$ cat config.mk
export PLATFORM = sky130hd
export DESIGN_NAME = url_percent_encoder_unit
export DESIGN_NICKNAME = d
export VERILOG_FILES = /design/src/upe_pkg.sv /design/src/upe_front.sv /design/src/upe_queue.sv /design/src/upe_back.sv /design/src/url_percent_encoder_unit.sv
export SDC_FILE = /design/constraint.sdc
export NUM_CORES = 1
export LEC_CHECK = 0
export BUFFER_PORTS_ARGS = -buffer_cell sky130_fd_sc_hd__buf_2
export CAP_MARGIN = 20
export CORE_MARGIN = 10
export CORE_UTILIZATION = 35
export DETAILED_ROUTE_END_ITERATION = 7
export PLACE_DENSITY = 0.48
export SETUP_SLACK_MARGIN = 0.5
export SYNTH_ARGS = -nofsm -noshare
export SYNTH_HDL_FRONTEND = slang
export SYNTH_SLANG_ARGS = --single-unit
export TNS_END_PERCENT = 5
$ cat constraint.sdc
create_clock -name clock -period 4.8 [get_ports clock]
set_input_delay 0.72 -clock clock [delete_from_list [all_inputs] [get_ports clock]]
set_output_delay 0.72 -clock clock [all_outputs]
set_load 0.01 [all_outputs]
$ cat src/upe_pkg.sv
// Shared types, command codes and character helpers for the URL percent encoder.
// No dependencies; used by every module in src.
package upe_pkg;

   localparam int QUEUE_DEPTH = 4;
   localparam int QUEUE_AW    = 2;
   localparam int STEP_W      = 3;

   typedef enum logic [3:0] {
      CMD_NONE,
      CMD_PASS,
      CMD_COMMA,
      CMD_BSONLY,
      CMD_BSPASS,
      CMD_QUOTE,
      CMD_HEX,
      CMD_BSHEX,
      CMD_SLASH
   } cmd_kind_type;

   typedef struct packed {
      cmd_kind_type kind;
      logic [7:0]   ch;
   } cmd_type;

   typedef struct packed {
      logic    push;
      cmd_type cmd;
   } front_push_type;

   typedef struct packed {
      logic    valid;
      cmd_type cmd;
   } queue_head_type;

   localparam logic [7:0] CH_BSLASH = 8'h5C;
   localparam logic [7:0] CH_QUOTE  = 8'h22;
   localparam logic [7:0] CH_SLASH  = 8'h2F;
   localparam logic [7:0] CH_PCT    = 8'h25;
   localparam logic [7:0] CH_COMMA  = 8'h2C;
   localparam logic [7:0] CH_TWO    = 8'h32;
   localparam logic [7:0] CH_FIVE   = 8'h35;
   localparam logic [7:0] CH_F      = 8'h46;

   function automatic logic is_alnum(input logic [7:0] c);
      logic r;
      r = 1'b0;
      case (c) inside
         [8'h30:8'h39], [8'h41:8'h5A], [8'h61:8'h7A]: r = 1'b1;
         default: r = 1'b0;
      endcase
      return r;
   endfunction

   function automatic logic [7:0] hex_digit(input logic [3:0] n);
      logic [7:0] r;
      r = (n < 4'd10) ? (8'h30 + {4'h0, n}) : (8'h37 + {4'h0, n});
      return r;
   endfunction

   function automatic logic [STEP_W-1:0] cmd_len(input cmd_kind_type k);
      logic [STEP_W-1:0] r;
      case (k)
         CMD_BSPASS: r = STEP_W'(2);
         CMD_QUOTE,
         CMD_HEX:    r = STEP_W'(3);
         CMD_BSHEX:  r = STEP_W'(4);
         CMD_SLASH:  r = STEP_W'(5);
         default:    r = STEP_W'(1);
      endcase
      return r;
   endfunction

   function automatic logic [7:0] cmd_char(input cmd_type cmd,
                                           input logic [STEP_W-1:0] step);
      logic [7:0] r;
      logic [7:0] hi;
      logic [7:0] lo;
      hi = hex_digit(cmd.ch[7:4]);
      lo = hex_digit(cmd.ch[3:0]);
      r  = cmd.ch;
      case (cmd.kind)
         CMD_PASS:   r = cmd.ch;
         CMD_COMMA:  r = CH_COMMA;
         CMD_BSONLY: r = CH_BSLASH;
         CMD_BSPASS: r = (step == '0) ? CH_BSLASH : cmd.ch;
         CMD_QUOTE:  r = (step == '0) ? CH_PCT : CH_TWO;
         CMD_HEX: begin
            case (step)
               STEP_W'(0): r = CH_PCT;
               STEP_W'(1): r = hi;
               default:    r = lo;
            endcase
         end
         CMD_BSHEX: begin
            case (step)
               STEP_W'(0): r = CH_BSLASH;
               STEP_W'(1): r = CH_PCT;
               STEP_W'(2): r = hi;
               default:    r = lo;
            endcase
         end
         CMD_SLASH: begin
            case (step)
               STEP_W'(0): r = CH_PCT;
               STEP_W'(1): r = CH_TWO;
               STEP_W'(2): r = CH_FIVE;
               STEP_W'(3): r = CH_TWO;
               default:    r = CH_F;
            endcase
         end
         default: r = cmd.ch;
      endcase
      return r;
   endfunction

endpackage

$ cat src/upe_front.sv
// Front end: accepts input beats, tracks quote/escape flags, classifies each byte.
// Depends on upe_pkg.
module upe_front (
   input  logic                    clock,
   input  logic                    reset,
   input  logic                    req_valid,
   output logic                    req_ready,
   input  logic [7:0]              req_char_in,
   input  logic                    req_end_of_string,
   input  logic                    queue_full,
   output upe_pkg::front_push_type push
);

   logic             inside_quotes_ff, inside_quotes_in;
   logic             escape_pending_ff, escape_pending_in;
   logic             accept;
   upe_pkg::cmd_type cmd;

   assign req_ready = !queue_full;
   assign accept    = req_valid && req_ready;

   always_comb begin
      cmd.ch   = req_char_in;
      cmd.kind = upe_pkg::CMD_HEX;
      if (escape_pending_ff) begin
         case (req_char_in)
            8'h62: cmd.ch = 8'h08;
            8'h6E: cmd.ch = 8'h0A;
            8'h72: cmd.ch = 8'h0D;
            8'h76: cmd.ch = 8'h0B;
            8'h74: cmd.ch = 8'h09;
            default: begin
               cmd.kind = upe_pkg::is_alnum(req_char_in) ? upe_pkg::CMD_BSPASS
                                                         : upe_pkg::CMD_BSHEX;
            end
         endcase
      end else if (req_char_in == upe_pkg::CH_BSLASH) begin
         cmd.kind = req_end_of_string ? upe_pkg::CMD_BSONLY : upe_pkg::CMD_NONE;
      end else if (req_char_in == upe_pkg::CH_QUOTE) begin
         cmd.kind = upe_pkg::CMD_QUOTE;
      end else if (req_char_in == upe_pkg::CH_SLASH && !inside_quotes_ff) begin
         cmd.kind = upe_pkg::CMD_SLASH;
      end else begin
         case (req_char_in) inside
            8'h20, [8'h09:8'h0D]:
               cmd.kind = upe_pkg::CMD_COMMA;
            [8'h30:8'h39], [8'h41:8'h5A], [8'h61:8'h7A],
            8'h2E, 8'h21, 8'h3F, 8'h40, 8'h2A, 8'h7E, 8'h27:
               cmd.kind = upe_pkg::CMD_PASS;
            default:
               cmd.kind = upe_pkg::CMD_HEX;
         endcase
      end
   end

   always_comb begin
      inside_quotes_in  = inside_quotes_ff;
      escape_pending_in = escape_pending_ff;
      if (accept) begin
         if (req_end_of_string) begin
            inside_quotes_in  = 1'b0;
            escape_pending_in = 1'b0;
         end else if (escape_pending_ff) begin
            escape_pending_in = 1'b0;
         end else if (req_char_in == upe_pkg::CH_BSLASH) begin
            escape_pending_in = 1'b1;
         end else if (req_char_in == upe_pkg::CH_QUOTE) begin
            inside_quotes_in = !inside_quotes_ff;
         end
      end
   end

   always_ff @(posedge clock) begin
      if (reset) begin
         inside_quotes_ff  <= 1'b0;
         escape_pending_ff <= 1'b0;
      end else begin
         inside_quotes_ff  <= inside_quotes_in;
         escape_pending_ff <= escape_pending_in;
      end
   end

   assign push.push = accept && (cmd.kind != upe_pkg::CMD_NONE);
   assign push.cmd  = cmd;

endmodule

$ cat src/upe_queue.sv
// Small command FIFO between front end and expander.
// Depends on upe_pkg.
module upe_queue (
   input  logic                    clock,
   input  logic                    reset,
   input  upe_pkg::front_push_type push,
   output logic                    full,
   input  logic                    pop,
   output upe_pkg::queue_head_type head
);

   upe_pkg::cmd_type             mem_ff [upe_pkg::QUEUE_DEPTH];
   logic [upe_pkg::QUEUE_AW-1:0] wr_ptr_ff, wr_ptr_in;
   logic [upe_pkg::QUEUE_AW-1:0] rd_ptr_ff, rd_ptr_in;
   logic [upe_pkg::QUEUE_AW:0]   count_ff, count_in;
   logic                         do_pop;

   assign full       = (count_ff == (upe_pkg::QUEUE_AW+1)'(upe_pkg::QUEUE_DEPTH));
   assign head.valid = (count_ff != '0);
   assign head.cmd   = mem_ff[rd_ptr_ff];
   assign do_pop     = pop && head.valid;

   always_comb begin
      wr_ptr_in = push.push ? wr_ptr_ff + 1'b1 : wr_ptr_ff;
      rd_ptr_in = do_pop ? rd_ptr_ff + 1'b1 : rd_ptr_ff;
      count_in  = count_ff;
      if (push.push && !do_pop) begin
         count_in = count_ff + 1'b1;
      end else if (!push.push && do_pop) begin
         count_in = count_ff - 1'b1;
      end
   end

   always_ff @(posedge clock) begin
      if (push.push) begin
         mem_ff[wr_ptr_ff] <= push.cmd;
      end
   end

   always_ff @(posedge clock) begin
      if (reset) begin
         wr_ptr_ff <= '0;
         rd_ptr_ff <= '0;
         count_ff  <= '0;
      end else begin
         wr_ptr_ff <= wr_ptr_in;
         rd_ptr_ff <= rd_ptr_in;
         count_ff  <= count_in;
      end
   end

endmodule

$ cat src/upe_back.sv
// Back end: expands one queued command into its output characters, one per beat.
// Depends on upe_pkg.
module upe_back (
   input  logic                    clock,
   input  logic                    reset,
   input  upe_pkg::queue_head_type head,
   output logic                    pop,
   output logic                    rsp_valid,
   input  logic                    rsp_ready,
   output logic [7:0]              rsp_char_out,
   output logic                    rsp_last_of_run
);

   logic                         busy_ff, busy_in;
   upe_pkg::cmd_type             cmd_ff, cmd_in;
   logic [upe_pkg::STEP_W-1:0]   step_ff, step_in;
   logic                         fire;
   logic                         last_step;
   logic                         take;

   assign last_step = (step_ff == upe_pkg::cmd_len(cmd_ff.kind) - 1'b1);
   assign fire      = busy_ff && rsp_ready;
   assign take      = !busy_ff || (fire && last_step);
   assign pop       = take && head.valid;

   always_comb begin
      busy_in = busy_ff;
      cmd_in  = cmd_ff;
      step_in = step_ff;
      if (take) begin
         busy_in = head.valid;
         cmd_in  = head.cmd;
         step_in = '0;
      end else if (fire) begin
         step_in = step_ff + 1'b1;
      end
   end

   always_ff @(posedge clock) begin
      cmd_ff <= cmd_in;
   end

   always_ff @(posedge clock) begin
      if (reset) begin
         busy_ff <= 1'b0;
         step_ff <= '0;
      end else begin
         busy_ff <= busy_in;
         step_ff <= step_in;
      end
   end

   assign rsp_valid       = busy_ff;
   assign rsp_char_out    = upe_pkg::cmd_char(cmd_ff, step_ff);
   assign rsp_last_of_run = last_step;

endmodule

$ cat src/url_percent_encoder_unit.sv
// Top level of the URL percent encoder: front end, command queue, expander.
// Depends on upe_pkg, upe_front, upe_queue, upe_back.
//
//   channel   ports                                     direction
//   req       req_valid/ready, req_char_in, req_end_of_string   in
//   rsp       rsp_valid/ready, rsp_char_out, rsp_last_of_run    out
//
// One input beat per cycle while the 4-entry command queue has room.
// The expander sends one character per cycle while rsp_ready is high,
// 1 to 5 per byte by escape length; a held backslash sends none.
// Synchronous active-high reset clears flags, queue pointers and expander.
// rsp stalls back up through the queue to req_ready.
module url_percent_encoder_unit (
   input  logic       clock,
   input  logic       reset,
   input  logic       req_valid,
   output logic       req_ready,
   input  logic [7:0] req_char_in,
   input  logic       req_end_of_string,
   output logic       rsp_valid,
   input  logic       rsp_ready,
   output logic [7:0] rsp_char_out,
   output logic       rsp_last_of_run
);

   upe_pkg::front_push_type push;
   upe_pkg::queue_head_type head;
   logic                    queue_full;
   logic                    pop;

   upe_front u_front (
      .clock             (clock),
      .reset             (reset),
      .req_valid         (req_valid),
      .req_ready         (req_ready),
      .req_char_in       (req_char_in),
      .req_end_of_string (req_end_of_string),
      .queue_full        (queue_full),
      .push              (push)
   );

   upe_queue u_queue (
      .clock (clock),
      .reset (reset),
      .push  (push),
      .full  (queue_full),
      .pop   (pop),
      .head  (head)
   );

   upe_back u_back (
      .clock           (clock),
      .reset           (reset),
      .head            (head),
      .pop             (pop),
      .rsp_valid       (rsp_valid),
      .rsp_ready       (rsp_ready),
      .rsp_char_out    (rsp_char_out),
      .rsp_last_of_run (rsp_last_of_run)
   );

endmodule
==> results.toml <==
[sta]
tns_ns = 0
finClkSkew_ns = 0.008098
fin_crit_ns = 3.525
finalSetupViolations = 0
max_freq_mhz = 283.7
postLayoutSetupSlackWorst_ns = 1.275
hold_violations = 0
rsz0062_at_grt = "no"
maxSlewViolCount = 0
slew_headroom_pct = 47.89
worst_slew_pin_slew_ns = 0.7806
finalCritPeriodShare_pct = 73.43

[synth]
ys.flop_type = "edfxtp_1"
synth_top_cell_by_area = "edfxtp_1"
synth_area_leaders = "edfxtp_1, mux4_2, dfxtp_1, ha_1, a21oi_1"
syn_area_um2 = 4190
ys_seq_elements = 73
ys_warn_count = 0
async_flop_share_pct = 0
syn_inst = 385
synth_top_area_share_pct = 43.00
avgSynthCellArea_um2 = 10.88
yosysUniqueCellTypes = 65
synth_edf_count = 60
ys_seq_area_share_pct = 49.21
synth_nets = 412

[finish]
antennaDiodeCount = 0
syn2layout_area_growth_pct = 10.93
nets = 422
fillCellCount = 1098
stdcell_count = 543
drive_above_1_share_pct = 14.75
final_util_pct = 40.19

[cts]
postCtsHoldBufs = 0
clock_latency_ns = 0.33
numCtsBuffers = 9
cts_max_path_buffers = 2
post_cts_resized = 0
cts_setup_buffers = 0
cts_tree = "yes"
clkSinkCount = 73
htree_num_levels = 3
cts-root-buf = "clkbuf_16"
clk_pin_slew_ns = 0.06

[power_and_ir_drop]
powerDensity_nw_per_um2 = 588.5
leakage_nw = 1.623
ir_worst_vdd_mv = 0.1888

[critical_path]
critPathMaxFanout = 18
reg2reg_from = "u_back.cmd_ff[8]$_DFFE_PP_"
cp.arrival_ns = 3.79
crit_type = "reg -> reg"
required_ns = 5.06
cp-startpoint = "u_back.cmd_ff[8]$_DFFE_PP_"
endpoint_kind = "register"
worst_setup_path_start_kind = "register"

[global_route]
antenna_found_initial = 0
track_usage_pct = 11.98
first_global_vias = 3092
grt_pass1_wl_um = 15900
overflow = 0
grt_max_degree = 19

[floorplanning]
die_area_um2 = 16750
io_pins = 24
die_y_um = 129.4
dieWidth_um = 129.4
core_um2 = 11560
start_util_pct = 36.23
rows = 39

[outcome]
status = "complete, no violations"

[route]
routed-via-count = 3118
vias_per_cell = 5.742
drt_pass1_iterations = 6
wire_per_inst_um = 17.55
totalWireLength_um = 9531
ant_nets = 0
drt_iter0_markers = 244
drcViolationCount = 0

[hold_path]
hold_class = "reg -> reg"
min-delay-start = "u_front.inside_quotes_ff$_SDFFE_PP0P_"

[placement]
post-place-ws_ns = 1.292
place_congestion = 0.8659
placed_cells = 527
dpl.hpwl_um = 6794
place.port_buffers = 23

[flow_run]
maxCapViolCount = 0
==> registers in the layout, summed over array words and instances (netlist names) <==
register	cells
u_front.inside_quotes_ff	1
u_back.rsp_valid	1
u_queue.mem_ff	48
u_queue.wr_ptr_ff	2
u_queue.rd_ptr_ff	2
u_queue.count_ff	3
u_back.step_ff	3
u_back.cmd_ff	12
u_front.escape_pending_ff	1
==> synthesized netlist by cell type (6+ instances only) <==
cell      instances
a21oi_1          31
clkbuf_1         24
dfxtp_1          13
edfxtp_1         60
ha_1             13
inv_1            18
mux4_2           12
nand2_1          23
nand2b_1          9
nand3_1           9
nor2_1           25
nor2b_1           7
nor3_1           10
nor4_1            6
o21ai_0          17
==> layout by cell type (no fill, tap or decap), types with 9 or more instances in the layout <==
| cell | Yosys | routed |
|---|---|---|
| edfxtp_1 | 60 | 60 |
| a21oi_1 | 31 | 31 |
| nor2_1 | 25 | 25 |
| nand2_1 | 23 | 23 |
| buf_2 | 1 | 23 |
| inv_1 | 18 | 18 |
| o21ai_0 | 17 | 17 |
| ha_1 | 13 | 13 |
| dfxtp_1 | 13 | 13 |
| mux4_2 | 12 | 12 |
| nor3_1 | 10 | 10 |
| nand2b_1 | 9 | 9 |
| nand3_1 | 9 | 9 |
| clkbuf_16 | 0 | 9 |
==> cells by family after synthesis <==
kind of cell,count (synthesis),share of synthesized area [%]
XOR/XNOR,9,1.881
AO/OA/AOI/OAI,105,17.20
flip-flops,73,49.21
buffers and inverters,46,4.329
AND/OR/NAND/NOR,124,16.09
multiplexers,14,6.927
adder cells (fa/ha/maj),14,4.360
==> power breakdown <==
part / internal, mW / leakage [nW] / total [mW] / switching (mW)
Combinational: 0.500 / 0.831 / 1.12 / 0.621
Sequential: 0.848 / 0.664 / 1.04 / 0.192
Clock: 0.343 / 0.128 / 0.575 / 0.232
==> stage by stage <==
step,instance area (µm²),total power [mW],hold WS [ns]
3_5_place_dp,4393,2.184,0.4907
6_report,4648,2.736,0.4968
2_1_floorplan,4190,1.846,0.4634
5_1_grt,4648,2.938,0.5324
3_3_place_gp,4393,2.165,0.4904
4_1_cts,4648,2.767,0.4981
==> cell type report <==
| cell class | count | area (µm²) | share of cell area (%) |
|---|---|---|---|
| clock buffer | 11 | 232.7 | 5.007 |
| sequential | 73 | 2062 | 44.36 |
| inverter | 20 | 75.07 | 1.615 |
| clock inverter | 5 | 22.52 | 0.4845 |
| timing repair buffer | 25 | 130.1 | 2.799 |
| multi-input combinational | 266 | 1947 | 41.88 |
| tap | 143 | 178.9 | 3.849 |
==> path summary, 6_finish.rpt <==
check | endpoint | slack [ns] | depth (start not counted)
min | u_front.inside_quotes_ff$_SDFFE_PP0P_ | 0.50 | 2
min reg2reg | u_front.inside_quotes_ff$_SDFFE_PP0P_ | 0.50 | 2
max reg2reg | u_queue.count_ff[2]$_SDFFE_PP0P_ | 1.28 | 15
max | u_queue.count_ff[2]$_SDFFE_PP0P_ | 1.28 | 15
==> metal layers <==
| metal | wire (µm) | vias up | global-route usage (%) |
|---|---|---|---|
| met3 | 441 | 21 | 2.651 |
| met2 | 4451 | 94 | 18.90 |
| li1 | - | 1491 | - |
| met5 | 0 | - | 0 |
| met4 | 297 | 0 | 6.548 |
| met1 | 4341 | 1512 | 15.02 |
==> worst max-delay path: stages, from the launching register on <==
cell and delay (ns):
edfxtp_1 0.66, xor2_1 0.28, nor2_1 0.08, ha_1 0.22
xnor2_1 0.14, and3_4 0.22, o211ai_4 0.20, o21ai_1 0.09
buf_4 0.21, o31ai_1 0.09, ha_1 0.23, inv_1 0.06
fa_1 0.37, xor2_1 0.18, or3_1 0.31, a21oi_1 0.14
(Power assumes the default switching activity.)
